**config.mk**
```make
export PLATFORM = sky130hd
export DESIGN_NAME = tsb_isqrt
export DESIGN_NICKNAME = d
export VERILOG_FILES = /design/src/hw/rtl/tsb_pkg.sv /design/src/hw/rtl/tsb_isqrt.sv
export SDC_FILE = /design/constraint.sdc
export NUM_CORES = 1
export LEC_CHECK = 0
export BUFFER_PORTS_ARGS = -buffer_cell sky130_fd_sc_hd__buf_2
export CAP_MARGIN = 10
export CELL_PAD_IN_SITES_DETAIL_PLACEMENT = 2
export CELL_PAD_IN_SITES_GLOBAL_PLACEMENT = 2
export CORE_UTILIZATION = 38
export CTS_CLUSTER_SIZE = 25
export DETAILED_ROUTE_END_ITERATION = 6
export GPL_ROUTABILITY_DRIVEN = 0
export PLACE_DENSITY_LB_ADDON = 0.15
export SYNTH_ARGS = -nofsm -noshare
export SYNTH_HDL_FRONTEND = slang
export SYNTH_SLANG_ARGS = --single-unit
```
**constraint.sdc**
```tcl
create_clock -name i_clk -period 9.8 [get_ports i_clk]
set_input_delay 1.96 -clock i_clk [delete_from_list [all_inputs] [get_ports i_clk]]
set_output_delay 1.96 -clock i_clk [all_outputs]
set_load 0.03 [all_outputs]
```
**src/hw/rtl/tsb_pkg.sv**
```systemverilog
// Shared constants, types and helpers for the transformed sphere bounds block.
// Used by tsb_isqrt and transformed_sphere_bounds; depends on nothing.
`timescale 1ns / 1ps

package tsb_pkg;

    localparam int FRAC_BITS  = 16;            // Q fraction bits (8..24)
    localparam int VAL_W      = 32;            // signed fixed-point value
    localparam int RAD_W      = 31;            // unsigned radius
    localparam int OP_W       = VAL_W + 1;     // shared multiplier operand
    localparam int PROD_W     = 2 * OP_W;      // multiplier product
    localparam int WIDE_W     = PROD_W + 1;    // shifted sum plus offset
    localparam int SQ_W       = 64;            // square root radicand
    localparam int ROOT_W     = SQ_W / 2 + 1;  // root, up to 2^32
    localparam int SQRT_STEPS = SQ_W / 2;
    localparam int STEP_W     = $clog2(SQRT_STEPS);

    localparam logic [RAD_W-1:0] Q_ONE   = RAD_W'(64'(1) << FRAC_BITS);
    localparam logic [RAD_W-1:0] Q_TENTH = RAD_W'(((64'(1) << FRAC_BITS) + 5) / 10);
    localparam logic [RAD_W-1:0] RAD_MAX = {RAD_W{1'b1}};

    localparam logic signed [WIDE_W-1:0] VAL_MAX_W = WIDE_W'(64'sd2147483647);
    localparam logic signed [WIDE_W-1:0] VAL_MIN_W = WIDE_W'(-64'sd2147483648);

    typedef logic signed [VAL_W-1:0] t_val;

    typedef struct packed {
        logic            start;
        logic [SQ_W-1:0] value;
    } t_sqrt_req;

    typedef struct packed {
        logic              done;
        logic [ROOT_W-1:0] root;
    } t_sqrt_rsp;

    // Clamp a wide signed value into the signed 32-bit range.
    function automatic t_val sat_val(input logic signed [WIDE_W-1:0] v);
        t_val r;
        if (v > VAL_MAX_W) begin
            r = VAL_MAX_W[VAL_W-1:0];
        end else if (v < VAL_MIN_W) begin
            r = VAL_MIN_W[VAL_W-1:0];
        end else begin
            r = v[VAL_W-1:0];
        end
        return r;
    endfunction

endpackage

```
**src/hw/rtl/tsb_isqrt.sv**
```systemverilog
// Iterative integer square root, two radicand bits per cycle.
// Depends on tsb_pkg for widths and the request/response structs.
`timescale 1ns / 1ps

module tsb_isqrt import tsb_pkg::*; (
    input  logic      i_clk,
    input  logic      i_rst_n,
    input  t_sqrt_req i_req,
    output t_sqrt_rsp o_rsp
);

    logic              r_busy;
    logic              r_done;
    logic [STEP_W-1:0] r_k;
    logic [SQ_W-1:0]   r_n;
    logic [SQ_W-1:0]   r_r;

    logic [SQ_W-1:0]   w_bit;
    logic [SQ_W:0]     w_trial;
    logic              w_fit;

    // bit = 4^k
    assign w_bit   = SQ_W'(1) << {r_k, 1'b0};
    assign w_trial = {1'b0, r_r} + {1'b0, w_bit};
    assign w_fit   = {1'b0, r_n} >= w_trial;

    always_ff @(posedge i_clk) begin
        if (!i_rst_n) begin
            r_busy <= 1'b0;
            r_done <= 1'b0;
        end else begin
            r_done <= 1'b0;
            if (i_req.start && !r_busy) begin
                r_busy <= 1'b1;
                r_n    <= i_req.value;
                r_r    <= '0;
                r_k    <= STEP_W'(SQRT_STEPS - 1);
            end else if (r_busy) begin
                if (w_fit) begin
                    r_n <= r_n - w_trial[SQ_W-1:0];
                    r_r <= (r_r >> 1) + w_bit;
                end else begin
                    r_r <= r_r >> 1;
                end
                if (r_k == '0) begin
                    r_busy <= 1'b0;
                    r_done <= 1'b1;
                end else begin
                    r_k <= r_k - 1'b1;
                end
            end
        end
    end

    assign o_rsp.done = r_done;
    assign o_rsp.root = r_r[ROOT_W-1:0];

endmodule

```
==> results of run 1 <==
-- layout make-up --
type / count / area, um^2
Clock inverter: 12 / 134
Timing Repair Buffer: 110 / 576
Sequential cell: 135 / 4030
Multi-Input combinational cell: 1500 / 9950
Fill cell: 4350 / 21900
Tap cell: 511 / 639
Clock buffer: 20 / 437
Inverter: 42 / 158
-- cell usage after synthesis (6+ instances only) --
master | count | share of area [%]
and2_1 | 16 | 0.68
or3_1 | 8 | 0.34
nand2_1 | 185 | 4.7
nor4_1 | 6 | 0.26
a21o_1 | 27 | 1.4
edfxtp_1 | 133 | 27
a31oi_1 | 79 | 3.4
and4_1 | 11 | 0.66
xnor2_1 | 67 | 4.0
nor3_1 | 48 | 1.6
o211ai_1 | 13 | 0.66
ha_1 | 135 | 12
clkbuf_1 | 58 | 1.5
o21bai_1 | 31 | 1.6
nand2b_1 | 29 | 1.2
o21ai_0 | 95 | 3.2
buf_4 | 36 | 1.8
o31ai_1 | 29 | 1.5
a211oi_1 | 38 | 1.9
or4_1 | 12 | 0.61
a21oi_1 | 172 | 5.9
a31o_2 | 25 | 1.5
nor2b_1 | 25 | 1.1
and3_1 | 18 | 0.77
nand4_1 | 27 | 1.2
nand3_1 | 53 | 1.8
mux2i_1 | 8 | 0.55
o21a_1 | 12 | 0.61
a211o_1 | 8 | 0.48
xor2_1 | 83 | 5.0
inv_1 | 42 | 1.1
nor2_1 | 155 | 4.0
-- registers in the layout, summed over array words and instances, names as in the netlist --
register and cells:
r_done 1, r_n 64, r_r 64, r_k 5
r_busy 1
-- cells by family after synthesis --
| logic type | count (synthesis) | share of synthesized area (%) |
|---|---|---|
| mux | 9 | 0.622 |
| simple gates | 610 | 19.8 |
| compound gates | 595 | 26.5 |
| buf+inv | 149 | 5.01 |
| xor+xnor | 150 | 8.95 |
| flops | 135 | 27.5 |
| fa+ha+maj | 136 | 11.6 |
-- per-layer routing --
layer	share of wire, %	track usage [%]	up-vias
met5	0	0	-
met4	4.0	12.8	0
met3	3.9	4.61	114
met2	50	53.7	298
met1	43	35.9	7262
li1	-	-	6726
-- placed cells by master, fill, tap and decap left out, drive strengths merged, types with 14 or more instances in the layout --
master  count
nand2     185
ha        135
nand2b     29
edfxtp    133
nand3      53
buf       110
nor2      155
a211oi     38
nor3       48
o211ai     14
o21bai     31
a31o       26
xnor2      67
nor2b      25
a21oi     172
inv        42
nand4      27
a21o       27
o21ai     100
a31oi      81
o31ai      30
and3       18
xor2       83
clkbuf     20
and2       17
-- through the flow --
stage / hold slack [ns] / setup WS (ns) / total power [mW] / instance area [um^2] / util, %
global route: 0.682 / 0.949 / 3.03 / 15900 / 42.1
finish: 0.636 / 1.47 / 2.88 / 15900 / 42.1
CTS: 0.638 / 1.58 / 2.88 / 15900 / 42.1
global placement: 0.558 / 1.94 / 2.13 / 15400 / 40.6
floorplan: 0.470 / 1.00 / 1.80 / 14700 / -
detailed placement: 0.617 / 1.65 / 2.18 / 15400 / 40.6
-- path summary, 6_finish.rpt --
check / slack [ns] / from / to / cells past startpoint
hold reg to reg: 0.64 / r_busy / r_busy / 1
hold / removal: 0.64 / r_busy / r_busy / 1
setup reg to reg: 1.47 / r_k[2] / r_n[6] / 25
setup / recovery: 1.47 / r_k[2] / r_n[6] / 25
-- power breakdown --
part           leakage, nW  internal [mW]  switching [mW]
clock                0.281          0.395           0.285
sequential            1.28          0.768           0.105
combinational         4.55          0.473           0.852
total                 6.12           1.64            1.24
==> out/qor.csv, run 1 <==
metric,value,unit
status,completed,
cts_resized,0,
synth_edf_count,133,
area_growth,8.47,%
critPathSlowestCell,buf_4,
setup_viol,0,
hold_buffers,0,
layout_min_cycle_time,8.33,ns
synth_cell_types,80,
dieWidth,199,um
rsz0062_at_grt,no,
syn_inst,1784,
finalHoldViolations,0,
worstPathRequired,9.88,ns
hpwl,44600,um
fmaxAchievable,120,MHz
grt_pass1_vias,15600,
synth_top_flop_cell,edfxtp_1,
rows,71,
vias,14400,
postRouteAntennaNets,0,
clk_path_buf_depth,2,
post_drt_wl_per_cell,25.0,um
cts_made_buffers,17,
max_slew_margin,28.7,%
clock-sinks,135,
root_buffer,clkbuf_16,
power_leakage,6.12,nW
syn_nets,1987,
cp_slowest_stage_delay,0.75,ns
worstSkewPairLatency,0.46,ns
skew,0.0117,ns
cp-start-kind,flip-flop,
start_util,38.8,%
dr.pass1.iters,4,
ir_drop,0.124,mV
die_h,199,um
final_nets,2009,
report.final.slew_viol_count,0,
grt_usage,30.2,%
path_delay_family,compound AO/OA/AOI/OAI gates,
instances_no_fill,2330,
grt_max_degree,82,
end_kind,flip-flop,
h-tree-depth,4,
antenna_found_initial,1,
die_area,39400,um^2
critPathArrivalTime,8.40,ns
cts_tree,built,
syn_area,14700,um^2
dp.cells,2298,
post-cts-setup-buffers,0,
ios,101,
path_clk_slew,0.06,ns
power.density,181,nW/um^2
synth_area_per_cell,8.23,um^2
synth_seq_area_share,27.5,%
worst_pin_slew,1.04,ns
path_max_fanout,64,
viasPerCell,6.18,
numPortBuffers,100,
crit_type,flip-flop to flip-flop,
drt_wl_total,58300,um
drive_gt1_share,10.2,%
async_flop_share,0,%
coreArea,37800,um^2
grt_overflow_total,0,
ys_ff_latch,135,
final.setup.tns,0,ns
maxCapViolations,0,
drtIter0Drc,663,
grt_first_pass_wirelength,90800,um
period_share,85.0,%
num_antenna_cells,0,
hp-class,flip-flop to flip-flop,
yosysWarnings,0,
drc,0,
path_buf_inv,2,
(Power assumes the default switching activity.)
==> run 2, diff against run 1 <==
--- a/config.mk
+++ b/config.mk
@@ -5,11 +5,12 @@
 export SDC_FILE = /design/constraint.sdc
 export NUM_CORES = 1
 export LEC_CHECK = 0
+export ABC_AREA = 1
 export BUFFER_PORTS_ARGS = -buffer_cell sky130_fd_sc_hd__buf_2
 export CAP_MARGIN = 10
 export CELL_PAD_IN_SITES_DETAIL_PLACEMENT = 2
 export CELL_PAD_IN_SITES_GLOBAL_PLACEMENT = 2
-export CORE_UTILIZATION = 38
+export CORE_UTILIZATION = 31
 export CTS_CLUSTER_SIZE = 25
 export DETAILED_ROUTE_END_ITERATION = 6
 export GPL_ROUTABILITY_DRIVEN = 0
==> constraint.sdc (replaced) <==
create_clock -name i_clk -period 7.26 [get_ports i_clk]
set_input_delay 1.452 -clock i_clk [delete_from_list [all_inputs] [get_ports i_clk]]
set_output_delay 1.452 -clock i_clk [all_outputs]
set_load 0.03 [all_outputs]
==> run 2 against run 1 <==
  * Cell count up 59%
  * Clock power up 42%
  * Power up 45%
  * Setup slack worse by 1.1 ns
  * Largest cell class unchanged
  * Largest power group unchanged
==> out/qor.csv, run 2 <==
metric,value,unit,change
status,completed,,unchanged
path_max_fanout,64,,unchanged
synthTopCellsByCount,"761 x nand2_1, 383 x nor2_1, 343 x inv_1",,"was 185 x nand2_1, 172 x a21oi_1, 155 x nor2_1"
ys_ff_latch,135,,unchanged
synth_edf_count,133,,unchanged
maxCapViolations,0,,unchanged
final_util,34.5,%,was 42.1%
path_buf_inv,5,,was 2
period_share,95.0,%,was 85.0%
power_leakage,8.15,nW,was 6.12 nW
synth.most_common_cell,nand2_1,,unchanged
grt_max_degree,70,,was 82
synth_top_flop_cell,edfxtp_1,,unchanged
combPwrFrac,48.7,%,was 46.1%
synth.largest_area_cell,edfxtp_1,,unchanged
drtIter0Drc,1299,,was 663
critPathArrivalTime,7.05,ns,was 8.40 ns
syn_area,17800,um^2,was 14700 um^2
crit-reg2reg-launch,r_k[4],,was r_k[2]
path_clk_slew,0.07,ns,was 0.06 ns
async_flop_share,0,%,unchanged
switching_power,1.98,mW,was 1.24 mW
final.setup.tns,0,ns,unchanged
swShare,47.2,%,was 43.1%
cp-start-kind,flip-flop,,unchanged
grt_first_pass_wirelength,131000,um,was 90800 um
critPathSlowestCell,o21ai_0,,was buf_4
max_slew_margin,29.3,%,was 28.7%
finalPower,4.18,mW,was 2.88 mW
worstPathRequired,7.41,ns,was 9.88 ns
crit_type,flip-flop to flip-flop,,unchanged
start_util,31.5,%,was 38.8%
most-common-layout-cells,"760 x nand2_1, 382 x nor2_1, 342 x inv_1",,"was 184 x nand2_1, 171 x a21oi_1, 154 x nor2_1"
rows,87,,was 71
layout_commonest_cell,nand2_1,,unchanged
instances_no_fill,3699,,was 2330
post_drt_wl_per_cell,23.5,um,was 25.0 um
p_int,2.21,mW,was 1.64 mW
h-tree-depth,4,,unchanged
r2r_cells,27,,was 25
clock-sinks,135,,unchanged
numPortBuffers,100,,unchanged
whs_endpoint,r_done,,was r_busy
drc,0,,unchanged
path_delay_family,simple AND/OR/NAND/NOR gates,,was compound AO/OA/AOI/OAI gates
hold_depth,2,,was 1
final_nets,3133,,was 2009
yosys-top-cells-area,"edfxtp_1 22%, nand2_1 16%, ha_1 9.5%",,"was edfxtp_1 27%, ha_1 12%, a21oi_1 5.9%"
dp.cells,3667,,was 2298
synth_seq_area_share,22.7,%,was 27.5%
setup_viol,0,,unchanged
die_area,58400,um^2,was 39400 um^2
r2r_setup_slack,0.37,ns,was 1.47 ns
hp-class,flip-flop to flip-flop,,unchanged
hold_ws,0.505,ns,was 0.636 ns
postRouteAntennaNets,0,,unchanged
antenna_found_initial,0,,was 1
synth_top_area_share,22.4,%,was 27.2%
hp-start,r_busy,,unchanged
end_kind,flip-flop,,unchanged
rsz0062_at_grt,no,,unchanged
area_growth,9.74,%,was 8.47%
post-place-ws,0.0351,ns,was 1.65 ns
ir_drop,0.172,mV,was 0.124 mV
top_regs,"r_n (64), r_r (64), r_k (5)",,unchanged
share_seq_of_total_power,28.1,%,was 30.3%
fillCellCount,7033,,was 4350
cp_slowest_stage_delay,0.73,ns,was 0.75 ns
finalHoldViolations,0,,unchanged
power.density,214,nW/um^2,was 181 nW/um^2
skew,0.0253,ns,was 0.0117 ns
cts_made_buffers,17,,unchanged
vias,20300,,was 14400
die_h,242,um,was 199 um
grt_pass1_vias,21400,,was 15600
coreArea,56600,um^2,was 37800 um^2
fmaxAchievable,145,MHz,was 120 MHz
dr.pass1.iters,5,,was 4
layout_min_cycle_time,6.89,ns,was 8.33 ns
worstSkewPairLatency,0.51,ns,was 0.46 ns
r2r_end,r_n[61],,was r_n[6]
synth_area_per_cell,6.19,um^2,was 8.23 um^2
crit_top_cell,nand2_1,,
syn_nets,3081,,was 1987
fin_ws,0.366,ns,was 1.47 ns
synth_cell_types,42,,was 80
final_area,19500,um^2,was 15900 um^2
worst_pin_slew,1.05,ns,was 1.04 ns
num_antenna_cells,0,,unchanged
root_buffer,clkbuf_16,,unchanged
grt_overflow_total,0,,unchanged
dpl_cell_area,18900,um^2,was 15400 um^2
hpwl,73100,um,was 44600 um
cts_tree,built,,unchanged
grt_usage,29.3,%,was 30.2%
clk_path_buf_depth,2,,unchanged
drt_wl_total,86800,um,was 58300 um
yosysWarnings,0,,unchanged
clkPwrFrac,23.2,%,was 23.6%
viasPerCell,5.49,,was 6.18
ios,101,,unchanged
drive_gt1_share,6.52,%,was 10.2%
report.final.slew_viol_count,0,,unchanged
dieWidth,242,um,was 199 um
syn_inst,2878,,was 1784
[run 2: changes by cell type in the layout (fill, tap and decap cells not counted), moves of 24 or more]
cell      change
nand2b_1     -28
a21oi_1      +75
nand3_1     +171
a31o_2       -25
nor2b_1      -24
inv_1       +301
a211oi_1     -38
a31oi_1      -66
nand2_1     +576
nor2_1      +228
o21ai_0     +106
[run 2: cell families (layout without fill, tap and decap cells)]
kind of cell	after synthesis	after routing	synth area share [%]
XOR/XNOR	124	124	6.10
AO/OA/AOI/OAI	547	547	16.5
AND/OR/NAND/NOR	1503	1503	35.1
flip-flops	135	135	22.7
adder cells (fa/ha/maj)	136	136	9.60
buffers and inverters	433	498	10.1
[run 2: final cells by class]
type	instances	area (um^2)	area share [%]
multi-input cells	2310	12000	61.4
flip-flops and latches	135	4030	20.6
inverters	349	1310	6.72
well taps	756	946	4.84
repair buffers	117	641	3.28
clock buffers	20	457	2.34
clock inverters	12	150	0.768
[run 2: repair_timing]
action                     in CTS  in global routing
resized for setup               1                  3
cloned                          0                  0
hold buffers                    0                  0
pin swaps                       0                  0
setup endpoints to repair      67                129
buffers inserted                0                  0
[run 2: worst max-delay path by stage]
stage / end / start / depth (start not counted)
after floorplan: r_n[0] / i_req[64] / 4
after CTS: r_n[44] / r_k[4] / 27
final: r_n[61] / r_k[4] / 27
after global routing: r_r[32] / r_k[4] / 28
after detailed placement: r_n[13] / r_k[4] / 27
after global placement: r_r[32] / r_k[4] / 28
[run 2: power groups by stage]
stage,Combinational (mW),Clock (mW),Sequential [mW]
2_1_floorplan,1.38,0,1.12
3_3_place_gp,1.93,0,1.19
3_5_place_dp,2.01,0,1.19
4_1_cts,2.02,0.984,1.18
5_1_grt,2.23,1.00,1.19
6_report,2.04,0.969,1.18
[run 2: worst register-to-register path, cell delays in order, from the launching register on]
cell and delay [ns]:
edfxtp_1 0.42, buf_4 0.23, clkinv_1 0.43, nor4_2 0.54, buf_4 0.23, ha_1 0.21, nand2_1 0.13, nor2_1 0.22
nand2_1 0.13, o21ai_0 0.73, a21oi_1 0.11, o21ai_1 0.43, a21oi_1 0.19, xor2_1 0.22, ha_1 0.41, nand2_1 0.12
nor2_1 0.23, nand2_1 0.16, nor3_1 0.16, nand4_1 0.13, nand2_1 0.10, nand3_1 0.07, nand2_1 0.12, nor2_4 0.06
nand2_2 0.12, o21ai_1 0.10, inv_2 0.13, buf_12 0.33
[run 2: metal layers]
layer  up-vias  track usage, %  wire length, um  part of all wire, %
met5         -               0                0                    0
met4         0            7.95             1850                  2.1
met3        91            3.31             3410                  3.9
met2       431            47.6            39400                   45
met1     10200            40.9            42100                   49
li1       9618               -                -                    -
